File: config.mk
export PLATFORM = sky130hd
export DESIGN_NAME = mvd_ram
export DESIGN_NICKNAME = d
export VERILOG_FILES = /design/src/rtl/mvd_ram.sv
export SDC_FILE = /design/constraint.sdc
export NUM_CORES = 1
export LEC_CHECK = 0
export BUFFER_PORTS_ARGS = -buffer_cell sky130_fd_sc_hd__buf_2
export CAP_MARGIN = 20
export CORE_MARGIN = 8
export CORE_UTILIZATION = 50
export CTS_BUF_LIST = sky130_fd_sc_hd__clkbuf_16
export DETAILED_ROUTE_END_ITERATION = 7
export PLACE_DENSITY = 0.78
export SKIP_CTS_REPAIR_TIMING = 1
export SLEW_MARGIN = 30
export SYNTH_ARGS = -nofsm -noshare
export SYNTH_HDL_FRONTEND = slang
export SYNTH_SLANG_ARGS = --single-unit
File: constraint.sdc
create_clock -name clk -period 3.25 [get_ports clk]
set_input_delay 0.4875 -clock clk [delete_from_list [all_inputs] [get_ports clk]]
set_output_delay 0.4875 -clock clk [all_outputs]
set_load 0.1 [all_outputs]
File: src/rtl/mvd_ram.sv
module mvd_ram #(
    parameter int WIDTH = 8,
    parameter int DEPTH = 16
) (
    input  logic                     clk,
    input  logic                     we,
    input  logic [$clog2(DEPTH)-1:0] waddr,
    input  logic [WIDTH-1:0]         wdata,
    input  logic [$clog2(DEPTH)-1:0] raddr,
    output logic [WIDTH-1:0]         rdata
);

    logic [WIDTH-1:0] mem [DEPTH];
    logic [WIDTH-1:0] rdata_reg;

    always_ff @(posedge clk)
    begin
        if (we)
        begin
            mem[waddr] <= wdata;
        end
        rdata_reg <= mem[raddr];
    end

    assign rdata = rdata_reg;

endmodule

Word-level counts from Yosys, hierarchy flattened

Memories as Yosys holds them, arrays and structs flattened. A register that Yosys moved wholly into a read port is not among the register bits.
Cells that the tools add are included.

Mux-type cells: 2

Operators by type and width:

| kind              | count |
|---|---|
| 1-bit two-way mux | 2 |

Register bits after elaboration: 0
RAM bits: 128
Output and inout port bits: 8
Word-level logic and storage cells: 3
Memories: 1

Memories:

| name | depth | bits a word | read ports | clocked after Yosys merged registers in | write ports | RTL line | text |
|---|---|---|---|---|---|---|---|
| mem  | 16    | 8           | 1          | 1                                       | 1           | 13       | `logic [WIDTH-1:0] mem [DEPTH];` |

Logic depth before layout (Yosys ltp)

Depth after elaboration: 2
Mapped depth: 5
Depth with buffers taken out: 3

Worst setup path before layout

No wires, ideal clock.

Kind: input-to-reg
Start point: in waddr[2]
End point: mem mem[0][0] (enable)
Library setup time: 0.383 ns
Arrival time: 1.597 ns
Slack: 1.270 ns
Stages on the path: 2
Buffers on the path: 0
Path through: or3b_2 -> nor3_1

RTL lines:

| what        | RTL line | text |
|---|---|---|
| from (decl) | 7        | `input logic [$clog2(DEPTH)-1:0] waddr,` |
| to (decl)   | 13       |  |

No word-level cell before the write port.

==> impl_metrics.csv <==
group,metric,value,unit
status,status,"finished clean",
synth,ys_ff_latch,136,
worst_setup_path,slowest_delay,540,ps
worst_setup_path,rr_worst_depth,3,
detailed_routing,drt_pass1_iterations,4,
synth,synthDistinctLibCells,19,
worst_setup_path,arrival,2190,ps
die,floorplan.rows,37,
worst_setup_path,critPathCaptureType,"flip-flop",
worst_setup_path,critPathLaunch,"raddr[0]",
synth,synth_ff_type,"edfxtp_1",
synth,yosys.area.top_type,"edfxtp_1",
worst_setup_path,r2r_slack,1780,ps
cts,cts_buffers,17,
cts,clock-root-buffer,"clkbuf_16",
layout,layout.nets,290,
hold_path,hold_path.class,"input pin to flip-flop",
pwr,p_per_area,722.1,nW/um^2
layout,drive_gt1_share,29.82,%
timing,drv_slew,0,
timing,finalHoldViolations,0,
synth,syn_inst,229,
timing,fin_setup_tns,0,ps
placement,gp_congestion,0.7583,
worst_setup_path,cp-start-kind,"input pin",
grt,grt_max_degree,33,
layout,n_antenna_cell,0,
synth,yosysWarnings,0,
placement,preCtsSetupSlack,994.2,ps
die,floorplan.initialDensity,50.77,%
cts,clkLatencyLatePin,410,ps
pwr,p_leak,0.002065,uW
die,dieHeight,117.5,um
timing,worst_pin_slew,892.5,ps
synth,netlist_area,5147,sq um
placement,dp_hpwl,5.940,mm
detailed_routing,num_vias,2366,
placement,io_buffer_count,25,
layout,largest_reg_flops,128,
timing,finalWorstSetupSlack,1343,ps
timing,fmax,524.4,MHz
worst_setup_path,path_class,"input pin to flip-flop",
timing,skew,8.374,ps
cts,clock_path_buffers,2,
layout,multiInputGateArea,1057,sq um
run,cap_viol_max_count,0,
timing,setup_violations,0,
synth,synthTopCellsByCount,"edfxtp_1 (128), mux4_2 (18), a22oi_1 (16)",
worst_setup_path,crit_cells,5,
synth,synth_edf_count,128,
grt,grt_pass1_vias,2516,
cts,numClockSinks,136,
layout,register_area,4004,sq um
timing,fin_crit,1907,ps
cts,clkTransAtPathRegs,60,ps
timing,fin_crit_sh,58.67,%
worst_setup_path,endpoint,"rdata[7]$_DFF_P_",
detailed_routing,ant_nets,0,
worst_setup_path,rr_startpoint,"mem[4][2]$_DFFE_PP_",
worst_setup_path,crit_family,"buffers and inverters",
timing,rsz0062_at_grt,"no",
die,pin_count,26,
detailed_routing,wirelength,10.16,mm
worst_setup_path,cp.required,3530,ps
pwr,max-vdd-ir-drop,0.3286,mV
grt,grt-ovfl-total,0,
die,die_x,117.5,um
synth,async_flop_share,0,%
timing,max-slew-margin-rel,40.28,%
worst_setup_path,cp.buffers_inverters,2,
grt,top_usage_layer,"met2",
synth,syn-num-nets,247,
synth,syn_area_per_cell,22.48,sq um
detailed_routing,wl_per_cell,24.13,um
synth,synth_most_common_cell,"edfxtp_1",
cts,htree_levels,4,
detailed_routing,drc_errors,0,
cts,cts_tree,"yes",
grt,antenna_found_initial,0,
die,die-area,13800,sq um
layout,fillers,680,
synth,yosysSeqAreaShare,77.78,%
synth,synth_top_area_share,74.67,%
die,core_area,10140,sq um
grt,grt_pass1_wl,15.26,mm
grt,track_usage,15.29,%
synth,netlist_top_cells_area,"edfxtp_1 (75%), mux4_2 (7.9%), mux4_1 (7.1%)",
layout,syn_to_final_growth,18.47,%
grt,use_met3,4.269,%
worst_setup_path,worstPathMaxFanout,18,
worst_setup_path,cp_slowest_cell,"mux4_2",
detailed_routing,detail_route.vias_per_cell,5.620,
worst_setup_path,timing.rr.end,"rdata[2]$_DFF_P_",
worst_setup_path,worstPathCellList,"buf_2, buf_4, mux4_2, a22oi_1, nand2_1",
grt,grtUsageMet1,19.22,%
detailed_routing,drt-initial-drc-count,267,
grt,grtUsageMet2,23.90,%
## routing by layer
metal	wire length, um	part of all wire (%)
met4	229	2.3
met3	707	7.0
met1	4200	41
met5	0	0
met2	5022	49
## placed cells by master (no fill, tap or decap)
cell | synthesis | routed
nand3_1 | 1 | 1
nand2_1 | 9 | 9
mux4_2 | 18 | 18
mux4_1 | 14 | 14
dfxtp_1 | 8 | 8
or3b_2 | 1 | 1
and2_1 | 1 | 1
nor3_1 | 4 | 4
clkinv_4 | 0 | 3
clkinv_2 | 0 | 2
nand3b_1 | 2 | 2
clkinvlp_4 | 0 | 2
nand2b_1 | 2 | 2
and2b_1 | 1 | 1
clkbuf_16 | 0 | 17
edfxtp_1 | 128 | 128
bufinv_16 | 0 | 6
inv_6 | 0 | 2
buf_4 | 1 | 9
buf_2 | 3 | 25
nor2_1 | 13 | 13
nor2b_1 | 1 | 1
a22oi_1 | 16 | 16
## area by class of cell
class                      instances  share of cell area, %
tap                              136                  2.790
timing repair buffer              34                  3.160
clock buffer                      17                  6.976
sequential                       136                  65.65
multi-input combinational         83                  17.34
clock inverter                    15                  4.083
## power breakdown
| group | internal, uW | switching, uW |
|---|---|---|
| sequential | 1960 | 13.7 |
| clock | 1440 | 729 |
| combinational | 73.0 | 184 |
## worst min path at each step
stage | start | end | slack [ps] | cells past startpoint
floorplan | wdata[0] | mem[0][0]$_DFFE_PP_ | 590 | 0
global placement | mem[11][2]$_DFFE_PP_ | rdata[2]$_DFF_P_ | 660 | 3
detailed placement | mem[4][1]$_DFFE_PP_ | rdata[1]$_DFF_P_ | 670 | 3
CTS | wdata[7] | mem[7][7]$_DFFE_PP_ | 450 | 1
global route | wdata[7] | mem[4][7]$_DFFE_PP_ | 440 | 1
finish | wdata[7] | mem[4][7]$_DFFE_PP_ | 460 | 1
## worst register-to-register path, cell delays in order (launching register included)
cell	delay (ps)
edfxtp_1	420
mux4_1	590
a22oi_1	280
nand2_1	80
## per-stage QoR
| stage | hold slack [ps] | instance area [sq um] | power (uW) | util (%) | std cells |
|---|---|---|---|---|---|
| 2_1_floorplan | 586.4 | 5147 | 2191 | - | 229 |
| 3_3_place_gp | 658.4 | 5424 | 2258 | 53.50 | 389 |
| 3_5_place_dp | 666.0 | 5424 | 2266 | 53.50 | 389 |
| 4_1_cts | 447.7 | 6098 | 4417 | 60.15 | 421 |
| 5_1_grt | 443.9 | 6098 | 4508 | 60.15 | 421 |
| 6_report | 461.8 | 6098 | 4404 | 60.15 | 421 |
## cell families (layout without fill, tap and decap cells)
logic type	after synthesis	after routing	share of synthesized area, %
compound gates	16	16	2.334
buf+inv	10	66	1.677
flops	136	136	77.78
mux	32	32	15.02
simple gates	35	35	3.184
Power figures use the tool's default switching activity.
