## config.mk

```make
export PLATFORM = sky130hd
export DESIGN_NAME = mvd_nrm
export DESIGN_NICKNAME = d
export VERILOG_FILES = /design/src/rtl/mvd_pkg.sv /design/src/rtl/mvd_nrm.sv
export SDC_FILE = /design/constraint.sdc
export NUM_CORES = 2
export LEC_CHECK = 0
export ABC_CLOCK_PERIOD_IN_PS = 26000
export BUFFER_PORTS_ARGS = -buffer_cell sky130_fd_sc_hd__buf_2
export CORE_AREA = 2 2 357 359
export CTS_CLUSTER_DIAMETER = 50
export DETAILED_ROUTE_END_ITERATION = 6
export DIE_AREA = 0 0 359 361
export GPL_ROUTABILITY_DRIVEN = 1
export HOLD_SLACK_MARGIN = 0.05
export PLACE_DENSITY_LB_ADDON = 0.3
export SLEW_MARGIN = 10
export SYNTH_ARGS = -nofsm -noshare
export SYNTH_HDL_FRONTEND = slang
export SYNTH_SLANG_ARGS = --single-unit
```

## constraint.sdc

```tcl
create_clock -name clk -period 26 [get_ports clk]
set_input_delay 2.6 -clock clk [delete_from_list [all_inputs] [get_ports clk]]
set_output_delay 2.6 -clock clk [all_outputs]
set_load 0.005 [all_outputs]
```

## src/rtl/mvd_pkg.sv

```systemverilog
package mvd_pkg;

    localparam int POINT_DEPTH  = 1024;
    localparam int VERTEX_DEPTH = 1024;

    localparam int PT_AW  = $clog2(POINT_DEPTH);
    localparam int VX_AW  = $clog2(VERTEX_DEPTH);
    localparam int PCNT_W = $clog2(POINT_DEPTH + 1);
    localparam int VCNT_W = $clog2(VERTEX_DEPTH + 1);

    localparam int IDX_W  = 10;
    localparam int CRN_W  = 10;
    localparam int CRD_W  = 16;
    localparam int POS_W  = 3 * CRD_W;
    localparam int UV_W   = 2 * CRD_W;
    localparam int PT_W   = POS_W + UV_W;
    localparam int VX_W   = 2 * POS_W + UV_W;

    typedef enum logic [1:0] {
        STAT_OK        = 2'd0,
        STAT_BAD_CRN   = 2'd1,
        STAT_PT_FULL   = 2'd2,
        STAT_VX_FULL   = 2'd3
    } status_t;

    typedef enum logic [3:0] {
        ST_IDLE,
        ST_POINT,
        ST_CHECK,
        ST_PRD,
        ST_NSTART,
        ST_NWAIT,
        ST_LOAD,
        ST_SRCH,
        ST_EMIT
    } mvd_state_t;

    typedef enum logic [2:0] {
        NRM_IDLE,
        NRM_MUL,
        NRM_SQR,
        NRM_ROOT,
        NRM_DIV,
        NRM_DONE
    } nrm_state_t;

endpackage

```

## src/rtl/mvd_nrm.sv

```systemverilog
module mvd_nrm
    import mvd_pkg::*;
(
    input  logic             clk,
    input  logic             rst_n,
    input  logic             start,
    input  logic [POS_W-1:0] p0,
    input  logic [POS_W-1:0] p1,
    input  logic [POS_W-1:0] p2,
    output logic             done,
    output logic [POS_W-1:0] n
);

    localparam int DW   = CRD_W + 1;
    localparam int PW   = 2 * DW;
    localparam int CW   = PW + 1;
    localparam int SQW  = 2 * CW;
    localparam int SW   = SQW + 2;
    localparam int RTW  = SW / 2;
    localparam int RMW  = RTW + 3;
    localparam int QFR  = 14;
    localparam int NUMW = CW + QFR;
    localparam int DRW  = RTW + 1;

    nrm_state_t st_reg, st_next;

    logic signed [DW-1:0]  d0_reg [3];
    logic signed [DW-1:0]  d0_next [3];
    logic signed [DW-1:0]  d1_reg [3];
    logic signed [DW-1:0]  d1_next [3];
    logic signed [PW-1:0]  prod_reg, prod_next;
    logic signed [CW-1:0]  cr_reg [3];
    logic signed [CW-1:0]  cr_next [3];
    logic [5:0]            cnt_reg, cnt_next;
    logic [1:0]            ax_reg, ax_next;
    logic [SQW-1:0]        sqa_reg, sqa_next;
    logic [CW-1:0]         sqb_reg, sqb_next;
    logic [SW-1:0]         sum_reg, sum_next;
    logic [RMW-1:0]        rem_reg, rem_next;
    logic [RTW-1:0]        root_reg, root_next;
    logic [NUMW-1:0]       dvd_reg, dvd_next;
    logic [DRW-1:0]        drem_reg, drem_next;
    logic [CRD_W-1:0]      q_reg, q_next;
    logic [CRD_W-1:0]      n_reg [3];
    logic [CRD_W-1:0]      n_next [3];

    logic signed [DW-1:0]  ma, mb;
    logic [2:0]            mstep;
    logic [1:0]            cidx;
    logic signed [CW-1:0]  cr_sel;
    logic [RMW-1:0]        rrem2, rtrial;
    logic [DRW:0]          drem2;
    logic [CRD_W-1:0]      qfin;

    function automatic logic signed [DW-1:0] sx(input logic [CRD_W-1:0] v);
        return signed'({v[CRD_W-1], v});
    endfunction

    function automatic logic [CW-1:0] absv(input logic signed [CW-1:0] v);
        return v[CW-1] ? CW'(-v) : CW'(v);
    endfunction

    always_comb
    begin
        st_next = st_reg;
        case (st_reg)
            NRM_IDLE: if (start) st_next = NRM_MUL;
            NRM_MUL:  if (cnt_reg == 6'd6) st_next = NRM_SQR;
            NRM_SQR:  if (cnt_reg == 6'(CW - 1) && ax_reg == 2'd2) st_next = NRM_ROOT;
            NRM_ROOT: if (cnt_reg == 6'(RTW - 1)) st_next = NRM_DIV;
            NRM_DIV:  if (cnt_reg == 6'(NUMW - 1) && ax_reg == 2'd2) st_next = NRM_DONE;
            NRM_DONE: st_next = NRM_IDLE;
            default:  st_next = NRM_IDLE;
        endcase
    end

    always_comb
    begin
        d0_next   = d0_reg;
        d1_next   = d1_reg;
        prod_next = prod_reg;
        cr_next   = cr_reg;
        cnt_next  = cnt_reg;
        ax_next   = ax_reg;
        sqa_next  = sqa_reg;
        sqb_next  = sqb_reg;
        sum_next  = sum_reg;
        rem_next  = rem_reg;
        root_next = root_reg;
        dvd_next  = dvd_reg;
        drem_next = drem_reg;
        q_next    = q_reg;
        n_next    = n_reg;
        ma        = '0;
        mb        = '0;
        mstep     = 3'(cnt_reg - 6'd1);
        cidx      = 2'(mstep >> 1);
        rrem2     = {rem_reg[RMW-3:0], sum_reg[SW-1:SW-2]};
        rtrial    = {1'b0, root_reg, 2'b01};
        drem2     = {drem_reg, dvd_reg[NUMW-1]};
        qfin      = {q_reg[CRD_W-2:0], 1'b0};

        case (ax_reg)
            2'd0:    cr_sel = cr_reg[1];
            2'd1:    cr_sel = cr_reg[2];
            default: cr_sel = cr_reg[0];
        endcase

        case (st_reg)
            NRM_IDLE:
            begin
                if (start)
                begin
                    for (int i = 0; i < 3; i++)
                    begin
                        d0_next[i] = sx(p1[POS_W-1-CRD_W*i -: CRD_W])
                                   - sx(p0[POS_W-1-CRD_W*i -: CRD_W]);
                        d1_next[i] = sx(p2[POS_W-1-CRD_W*i -: CRD_W])
                                   - sx(p1[POS_W-1-CRD_W*i -: CRD_W]);
                        cr_next[i] = '0;
                    end
                    cnt_next = '0;
                end
            end
            NRM_MUL:
            begin
                case (cnt_reg[2:0])
                    3'd0:    begin ma = d0_reg[1]; mb = d1_reg[2]; end
                    3'd1:    begin ma = d0_reg[2]; mb = d1_reg[1]; end
                    3'd2:    begin ma = d0_reg[2]; mb = d1_reg[0]; end
                    3'd3:    begin ma = d0_reg[0]; mb = d1_reg[2]; end
                    3'd4:    begin ma = d0_reg[0]; mb = d1_reg[1]; end
                    3'd5:    begin ma = d0_reg[1]; mb = d1_reg[0]; end
                    default: begin ma = '0; mb = '0; end
                endcase
                prod_next = ma * mb;
                if (cnt_reg != 6'd0)
                begin
                    if (mstep[0])
                        cr_next[cidx] = cr_reg[cidx] - CW'(prod_reg);
                    else
                        cr_next[cidx] = cr_reg[cidx] + CW'(prod_reg);
                end
                cnt_next = cnt_reg + 6'd1;
                if (cnt_reg == 6'd6)
                begin
                    ax_next  = 2'd0;
                    cnt_next = '0;
                    sum_next = '0;
                    sqa_next = SQW'(absv(cr_reg[0]));
                    sqb_next = absv(cr_reg[0]);
                end
            end
            NRM_SQR:
            begin
                if (sqb_reg[0])
                    sum_next = sum_reg + SW'(sqa_reg);
                sqa_next = sqa_reg << 1;
                sqb_next = sqb_reg >> 1;
                cnt_next = cnt_reg + 6'd1;
                if (cnt_reg == 6'(CW - 1))
                begin
                    cnt_next = '0;
                    if (ax_reg == 2'd2)
                    begin
                        rem_next  = '0;
                        root_next = '0;
                    end
                    else
                    begin
                        ax_next  = ax_reg + 2'd1;
                        sqa_next = SQW'(absv(cr_sel));
                        sqb_next = absv(cr_sel);
                    end
                end
            end
            NRM_ROOT:
            begin
                if (rrem2 >= rtrial)
                begin
                    rem_next  = rrem2 - rtrial;
                    root_next = {root_reg[RTW-2:0], 1'b1};
                end
                else
                begin
                    rem_next  = rrem2;
                    root_next = {root_reg[RTW-2:0], 1'b0};
                end
                sum_next = sum_reg << 2;
                cnt_next = cnt_reg + 6'd1;
                if (cnt_reg == 6'(RTW - 1))
                begin
                    cnt_next  = '0;
                    ax_next   = 2'd0;
                    drem_next = '0;
                    dvd_next  = {absv(cr_reg[0]), QFR'(0)};
                end
            end
            NRM_DIV:
            begin
                if (drem2 >= (DRW + 1)'(root_reg))
                begin
                    drem_next = DRW'(drem2 - (DRW + 1)'(root_reg));
                    qfin[0]   = 1'b1;
                end
                else
                begin
                    drem_next = DRW'(drem2);
                end
                q_next   = qfin;
                dvd_next = dvd_reg << 1;
                cnt_next = cnt_reg + 6'd1;
                if (cnt_reg == 6'(NUMW - 1))
                begin
                    cnt_next = '0;
                    if (root_reg == '0)
                        n_next[ax_reg] = '0;
                    else if (cr_reg[ax_reg][CW-1])
                        n_next[ax_reg] = CRD_W'(-qfin);
                    else
                        n_next[ax_reg] = qfin;
                    if (ax_reg != 2'd2)
                    begin
                        ax_next   = ax_reg + 2'd1;
                        drem_next = '0;
                        dvd_next  = {absv(cr_sel), QFR'(0)};
                    end
                end
            end
            default:
            begin
            end
        endcase
    end

    always_ff @(posedge clk or negedge rst_n)
    begin
        if (!rst_n)
        begin
            st_reg <= NRM_IDLE;
        end
        else
        begin
            st_reg <= st_next;
        end
    end

    always_ff @(posedge clk)
    begin
        d0_reg   <= d0_next;
        d1_reg   <= d1_next;
        prod_reg <= prod_next;
        cr_reg   <= cr_next;
        cnt_reg  <= cnt_next;
        ax_reg   <= ax_next;
        sqa_reg  <= sqa_next;
        sqb_reg  <= sqb_next;
        sum_reg  <= sum_next;
        rem_reg  <= rem_next;
        root_reg <= root_next;
        dvd_reg  <= dvd_next;
        drem_reg <= drem_next;
        q_reg    <= q_next;
        n_reg    <= n_next;
    end

    assign done = (st_reg == NRM_DONE);
    assign n    = {n_reg[0], n_reg[1], n_reg[2]};

endmodule

```

## After elaboration in Yosys (flattened, before gate mapping)

Index checks and enable logic that the tools add are counted.

| storage, ports and cells | value |
|---|---|
| register bits | 651 |
| output and inout bits | 49 |
| logic and storage cells | 189 |

| cells by class | value |
|---|---|
| add/subtract/negate cells | 17 |
| multiply operators | 1 |
| magnitude comparators | 6 |
| eq/ne operators | 29 |
| mux-type cells | 76 |
| bitwise gates (word level) | 4 |
| reduce and logical (&&, ||, !) cells | 32 |

Operator list:

| operator | number |
|---|---|
| two-way mux 35 bit | 10 |
| two-way mux 105 bit | 3 |
| two-way mux 37 bit | 7 |
| case mux 72 bit (3 select lines) | 1 |
| bitwise mux 105 bit | 2 |
| two-way mux 70 bit | 3 |
| case mux 105 bit (2 select lines) | 1 |
| case mux 37 bit (2 select lines) | 2 |
| two-way mux 49 bit | 3 |
| two-way mux 72 bit | 2 |
| binary-select mux 35 bit (select 2 bit) | 2 |
| case mux 35 bit (2 select lines) | 2 |
| case mux 70 bit (2 select lines) | 1 |
| case mux 17 bit (3 select lines) | 2 |
| subtractor 16 x 16 -> 17 bit | 6 |
| case mux 49 bit (2 select lines) | 1 |
| bitwise mux 48 bit | 2 |
| two-way mux 48 bit | 2 |
| adder 72 x 70 -> 72 bit | 1 |
| two-way mux 36 bit | 2 |
| case mux 36 bit (2 select lines) | 1 |
| demux 35 bit (select 2 bit) | 1 |
| negator 35 bit | 2 |
| bitwise AND 48 bit | 1 |
| 47 further kinds | 105 |

## Depth between registers and ports, before layout

| logic depth | value |
|---|---|
| depth after elaboration | 10 |
| depth in mapped cells | 38 |
| gate-level depth less buffers | 33 |

## Least setup slack after synthesis

Ideal clock, no wire load.

| path | value |
|---|---|
| kind | in2reg |
| start | in start |
| end | reg cr_reg[0] (netlist bit) (enable) |
| arrival | 15.178 ns |
| slack | 10.360 ns |
| stages | 2 |
| buffers on the path | 0 |
| cell sequence | nor4b_1 a21o_1 |

| on the way | value |
|---|---|
| longest elaborated chain between the ends | 2 |

Ends and longest elaborated chain:

| what | RTL line | text |
|---|---|---|
| from (decl) | mvd_nrm.sv:6 | `input logic start,` |
| != test 2 bit (no line) | n/a |  |
| AND reduction 3 bit (no line) | n/a |  |
| to (signal assigned) | mvd_nrm.sv:253 | `cr_reg <= cr_next;` |
| to (decl) | mvd_nrm.sv:32 | `logic signed [CW-1:0] cr_reg [3];` |

Every way passes these cells.
A chain may end at the register's enable or synchronous reset.

## Worst setup path in the final report

| path | value |
|---|---|
| start | reg cnt_reg[0] |
| end | reg prod_reg[32] (data pin) |

| on the way | value |
|---|---|
| longest elaborated chain between the ends | 5 |
| elaborated cells between the ends (all ways) | 17 |

Ends and longest elaborated chain:

| what | RTL line | text |
|---|---|---|
| from (decl) | mvd_nrm.sv:34 | `logic [5:0] cnt_reg, cnt_next;` |
| from (signal assigned) | mvd_nrm.sv:254 | `cnt_reg <= cnt_next;` |
| equality test 3 bit, or another cell as far along | mvd_nrm.sv:127 | `case (cnt_reg[2:0])` |
| OR reduction 2 bit (no line) | n/a |  |
| case mux 17 bit (3 select lines) | mvd_nrm.sv:127 |  |
| two-way mux 17 bit | mvd_nrm.sv:109 | `case (st_reg)` |
| multiplier 17 x 17 -> 34 bit (*) | mvd_nrm.sv:136 | `prod_next = ma * mb;` |
| to (signal assigned) | mvd_nrm.sv:252 | `prod_reg <= prod_next;` |
| to (decl) | mvd_nrm.sv:31 | `logic signed [PW-1:0] prod_reg, prod_next;` |

Mark *: on every way between the ends. The rest lies on a longest branch, timed or not. The select of a mux whose other input is x is not followed.

==> impl_metrics.prom <==
# TYPE chip_impl_metric gauge
chip_impl_info{name="status",value="finished, final reports clean"} 1
chip_impl_metric{name="syn_area",unit="mm^2"} 0.0549
chip_impl_metric{name="vdd_ir_drop_max",unit="uV"} 43.8
chip_impl_metric{name="final_hpwl_dp",unit="um"} 118000
chip_impl_metric{name="area_growth",unit="%"} 10.3
chip_impl_info{name="clock_tree.root_cell",value="clkbuf_16"} 1
chip_impl_metric{name="floorplan.io_pins",unit=""} 196
chip_impl_info{name="timing.rr.end",value="prod_reg[32]"} 1
chip_impl_info{name="cpMaxStageDelayCell",value="a222oi_1"} 1
chip_impl_metric{name="final_setup_margin",unit="ns"} 15.95
chip_impl_metric{name="ant_nets",unit=""} 0
chip_impl_metric{name="grt_antenna_before_repair",unit=""} 3
chip_impl_metric{name="grt-ovfl-total",unit=""} 0
chip_impl_metric{name="fin_area",unit="mm^2"} 0.0605
chip_impl_metric{name="buffer_ports.inserted",unit=""} 195
chip_impl_metric{name="post-place-ws",unit="ns"} 16.02
chip_impl_info{name="synth_area_leaders",value="edfxtp_1 (35%), fa_1 (11%), ha_1 (9.2%), inv_1 (4.5%), nand2_1 (4.5%)"} 1
chip_impl_metric{name="p_leak",unit="nW"} 26.2
chip_impl_metric{name="synth.net_count",unit=""} 6813
chip_impl_metric{name="fill_cells",unit=""} 11795
chip_impl_metric{name="cts_max_level",unit=""} 3
chip_impl_metric{name="avgSynthCellArea",unit="um^2"} 9.22
chip_impl_metric{name="clk_pin_slew_worst_paths",unit="ns"} 0.06
chip_impl_info{name="hold_path.class",value="register to register"} 1
chip_impl_metric{name="post_route_cells_drive_above_1_share",unit="%"} 7.83
chip_impl_info{name="ys.flop_type",value="edfxtp_1"} 1
chip_impl_info{name="synth_top_area_cell",value="edfxtp_1"} 1
chip_impl_info{name="min_delay_worst_endpoint",value="sqb_reg[28]"} 1
chip_impl_metric{name="routed-via-count",unit=""} 43660
chip_impl_metric{name="report.final.slew_viol_count",unit=""} 0
chip_impl_metric{name="drc_errors",unit=""} 0
chip_impl_metric{name="initial_utilization",unit="%"} 43.8
chip_impl_metric{name="async_sr_flop_fraction",unit="%"} 0.471
chip_impl_info{name="worstSetupPathType",value="register to register"} 1
chip_impl_metric{name="post_cts_hold_buffer_count",unit=""} 0
chip_impl_metric{name="cp.required",unit="ns"} 26.45
chip_impl_metric{name="grt_use_total",unit="%"} 23.6
chip_impl_metric{name="post_drt_via_cell_ratio",unit=""} 5.64
chip_impl_metric{name="cts-buffers-inserted",unit=""} 86
chip_impl_metric{name="synth.yosys.seq_area_share",unit="%"} 34.8
chip_impl_metric{name="fp.coreArea",unit="mm^2"} 0.125
chip_impl_metric{name="timing.final.setup_violations",unit=""} 0
chip_impl_metric{name="finalHoldViolCount",unit=""} 0
chip_impl_info{name="worstHoldStart",value="sqb_reg[29]"} 1
chip_impl_metric{name="die_width",unit="um"} 359
chip_impl_metric{name="fin_skew",unit="ns"} 0.0515
chip_impl_metric{name="yosysTopAreaCellShare",unit="%"} 34.7
chip_impl_metric{name="power.density_cell_area",unit="mW/mm^2"} 41.5
chip_impl_info{name="worst_r2r_startpoint",value="cnt_reg[0]"} 1
chip_impl_metric{name="wl_per_cell",unit="um"} 19.9
chip_impl_info{name="cts_tree",value="done"} 1
chip_impl_metric{name="insertion_delay",unit="ns"} 0.71
chip_impl_metric{name="area.sequential",unit="mm^2"} 0.0191
chip_impl_metric{name="worst_pin_slew",unit="ns"} 1.13
chip_impl_metric{name="largest_register_ffs",unit=""} 105
chip_impl_metric{name="r2r.worst_path.cells",unit=""} 28
chip_impl_info{name="setup_repair_after_global_routing_missed_its_margin",value="no"} 1
chip_impl_metric{name="drt_first_pass_iters",unit=""} 7
chip_impl_metric{name="drt-initial-drc-count",unit=""} 4000
chip_impl_metric{name="wire_length_of_the_first_global_routing_pass",unit="um"} 245000
chip_impl_metric{name="placement_row_count",unit=""} 130
chip_impl_metric{name="critPathArrivalTime",unit="ns"} 10.50
chip_impl_metric{name="cells_after_synth",unit=""} 5955
chip_impl_metric{name="critPathMaxFanout",unit=""} 60
chip_impl_metric{name="critical-path-max-stage-delay",unit="ns"} 1.12
chip_impl_metric{name="max_cap_violations",unit=""} 0
chip_impl_metric{name="number_of_synthesized_flops_with_an_enable_pin",unit=""} 634
chip_impl_metric{name="timing.slew.headroom",unit="%"} 24.6
chip_impl_metric{name="final_min_period_over_clock_period",unit="%"} 38.7
chip_impl_metric{name="fin_tns_setup",unit="ns"} 0
chip_impl_metric{name="route.final.wire_length",unit="um"} 154000
chip_impl_metric{name="grt_start_max_net_pins",unit=""} 85
chip_impl_metric{name="post_cts.repair.setup_buffers",unit=""} 0
chip_impl_metric{name="fmaxAchievable",unit="GHz"} 0.0995
chip_impl_metric{name="area_taken_by_multi_input_logic_gates",unit="mm^2"} 0.0324
chip_impl_info{name="cp_launch_type",value="register"} 1
chip_impl_metric{name="synthDistinctLibCells",unit=""} 101
chip_impl_metric{name="num-nets-final",unit=""} 6883
chip_impl_info{name="cp_common_cell",value="fa_1"} 1
chip_impl_metric{name="gpl.final_weighted_congestion",unit=""} 0.972
chip_impl_metric{name="finish.utilization",unit="%"} 48.3
chip_impl_metric{name="die_area",unit="mm^2"} 0.130
chip_impl_metric{name="ys_ff_latch",unit=""} 637
chip_impl_metric{name="antenna_cells_inserted",unit=""} 0
chip_impl_metric{name="hold-path-cell-count",unit=""} 1
chip_impl_info{name="critical_path.endpoint_type",value="register"} 1
chip_impl_metric{name="max-clock-path-buffers",unit=""} 3
chip_impl_metric{name="reg2reg_setup_slack",unit="ns"} 15.95
chip_impl_metric{name="post_cts.resized_instances",unit=""} 0
chip_impl_metric{name="ys_warn_count",unit=""} 0
chip_impl_metric{name="final.hold.worst_slack",unit="ns"} 0.503
chip_impl_metric{name="number_of_global_route_vias_before_repair",unit=""} 43784
chip_impl_metric{name="cts.sink_count",unit=""} 637
chip_impl_metric{name="detailed_place.area",unit="mm^2"} 0.0575
chip_impl_metric{name="final_critical_delay_including_setup_and_external_delays",unit="ns"} 10.05
chip_impl_metric{name="chipHeight",unit="um"} 361
layer usage:
| metal | share of wire [%] | global-route usage (%) |
|---|---|---|
| met1 | 43 | 30.7 |
| met2 | 48 | 40.3 |
| met3 | 5.3 | 3.19 |
| met4 | 3.7 | 8.72 |
| met5 | 0.018 | 0 |
worst max path at each step:
stage                     slack (ns)  startpoint  cells after the start            to
after floorplan                10.36       start                      2     cr_reg[0]
after global placement         16.14  cnt_reg[0]                     32  prod_reg[33]
after detailed placement       16.02  cnt_reg[0]                     28  prod_reg[32]
after CTS                      16.04  cnt_reg[0]                     28  prod_reg[32]
after global routing           15.34  cnt_reg[0]                     32  prod_reg[33]
final                          15.95  cnt_reg[0]                     28  prod_reg[32]
cell type report:
cell class / instances / share of cell area [%]
Timing Repair Buffer: 248 / 2.27
Tap cell: 1650 / 3.41
Multi-Input combinational cell: 4388 / 53.6
Inverter: 664 / 4.12
Clock buffer: 97 / 3.66
Sequential cell: 637 / 31.6
Clock inverter: 61 / 1.42
cell usage in the layout, fill, tap and decap left out, types with 32 or more instances in the layout:
master       n
xor2_1     130
nand4_1     38
inv_1      661
o21ai_0    314
and3_1      54
edfxtp_1   634
nand3_1    105
o21a_1      32
o31ai_1     38
o22ai_1     34
a21boi_0    48
nor3_1      39
nand2_1    653
o21bai_1    40
and2_1      34
ha_1       403
buf_2      195
a22o_1      42
a21oi_1    427
a21o_1     194
nor2_1     621
nor2b_1     58
clkbuf_16   87
mux2i_1     77
buf_4       53
nand2b_1    44
fa_1       306
a211oi_1    95
xnor2_1    191
a31oi_1     42
report_power, final:
part	internal, mW	switching [mW]
sequential	1.12	0
combinational	0.0475	0.0621
clock	0.776	0.503
synthesized netlist by cell type, types with 15 or more instances:
| cell type | number |
|---|---|
| xor2_1 | 131 |
| a21o_1 | 195 |
| a211oi_1 | 95 |
| ha_1 | 405 |
| mux2i_1 | 77 |
| a21boi_0 | 48 |
| nand2b_1 | 46 |
| o22ai_1 | 34 |
| fa_1 | 306 |
| clkbuf_1 | 236 |
| a31o_2 | 15 |
| o31ai_1 | 38 |
| o21a_1 | 32 |
| xnor2_1 | 191 |
| nand2_1 | 655 |
| nor3_1 | 39 |
| nand3_1 | 106 |
| and2_1 | 34 |
| and3_1 | 54 |
| nor4_1 | 29 |
| o21bai_1 | 40 |
| o21ai_0 | 316 |
| or3_1 | 28 |
| a22o_1 | 42 |
| a22oi_1 | 31 |
| edfxtp_1 | 634 |
| inv_1 | 662 |
| o21ai_1 | 31 |
| nor2b_1 | 60 |
| nor2_1 | 626 |
| nand4_1 | 38 |
| or2_2 | 19 |
| a21oi_1 | 432 |
| a31oi_1 | 42 |
kinds of logic (layout without fill, tap and decap cells):
logic type | Yosys count | in the layout | share of synthesized area (%)
mux | 78 | 78 | 1.42
compound gates | 1513 | 1513 | 17.8
simple gates | 1764 | 1764 | 14.1
buf+inv | 930 | 1070 | 6.41
fa+ha+maj | 711 | 711 | 20.4
xor+xnor | 322 | 322 | 5.14
flops | 637 | 637 | 34.8
through the flow:
stage / power [mW] / cells
detailed placement: 1.25 / 7587
floorplan: 1.21 / 5955
global placement: 1.25 / 7587
finish: 2.51 / 7745
global route: 2.59 / 7745
CTS: 2.53 / 7745
critical path: cells and delay by family (launching register included):
family,cells,cell delay (ns)
adder cells (fa/ha/maj),8,3.97
AO/OA/AOI/OAI,10,3.02
buffers and inverters,4,1.21
flip-flops,1,0.32
XOR/XNOR,1,0.14
AND/OR/NAND/NOR,5,1.11
No activity file was read; power rests on OpenSTA's default activity.
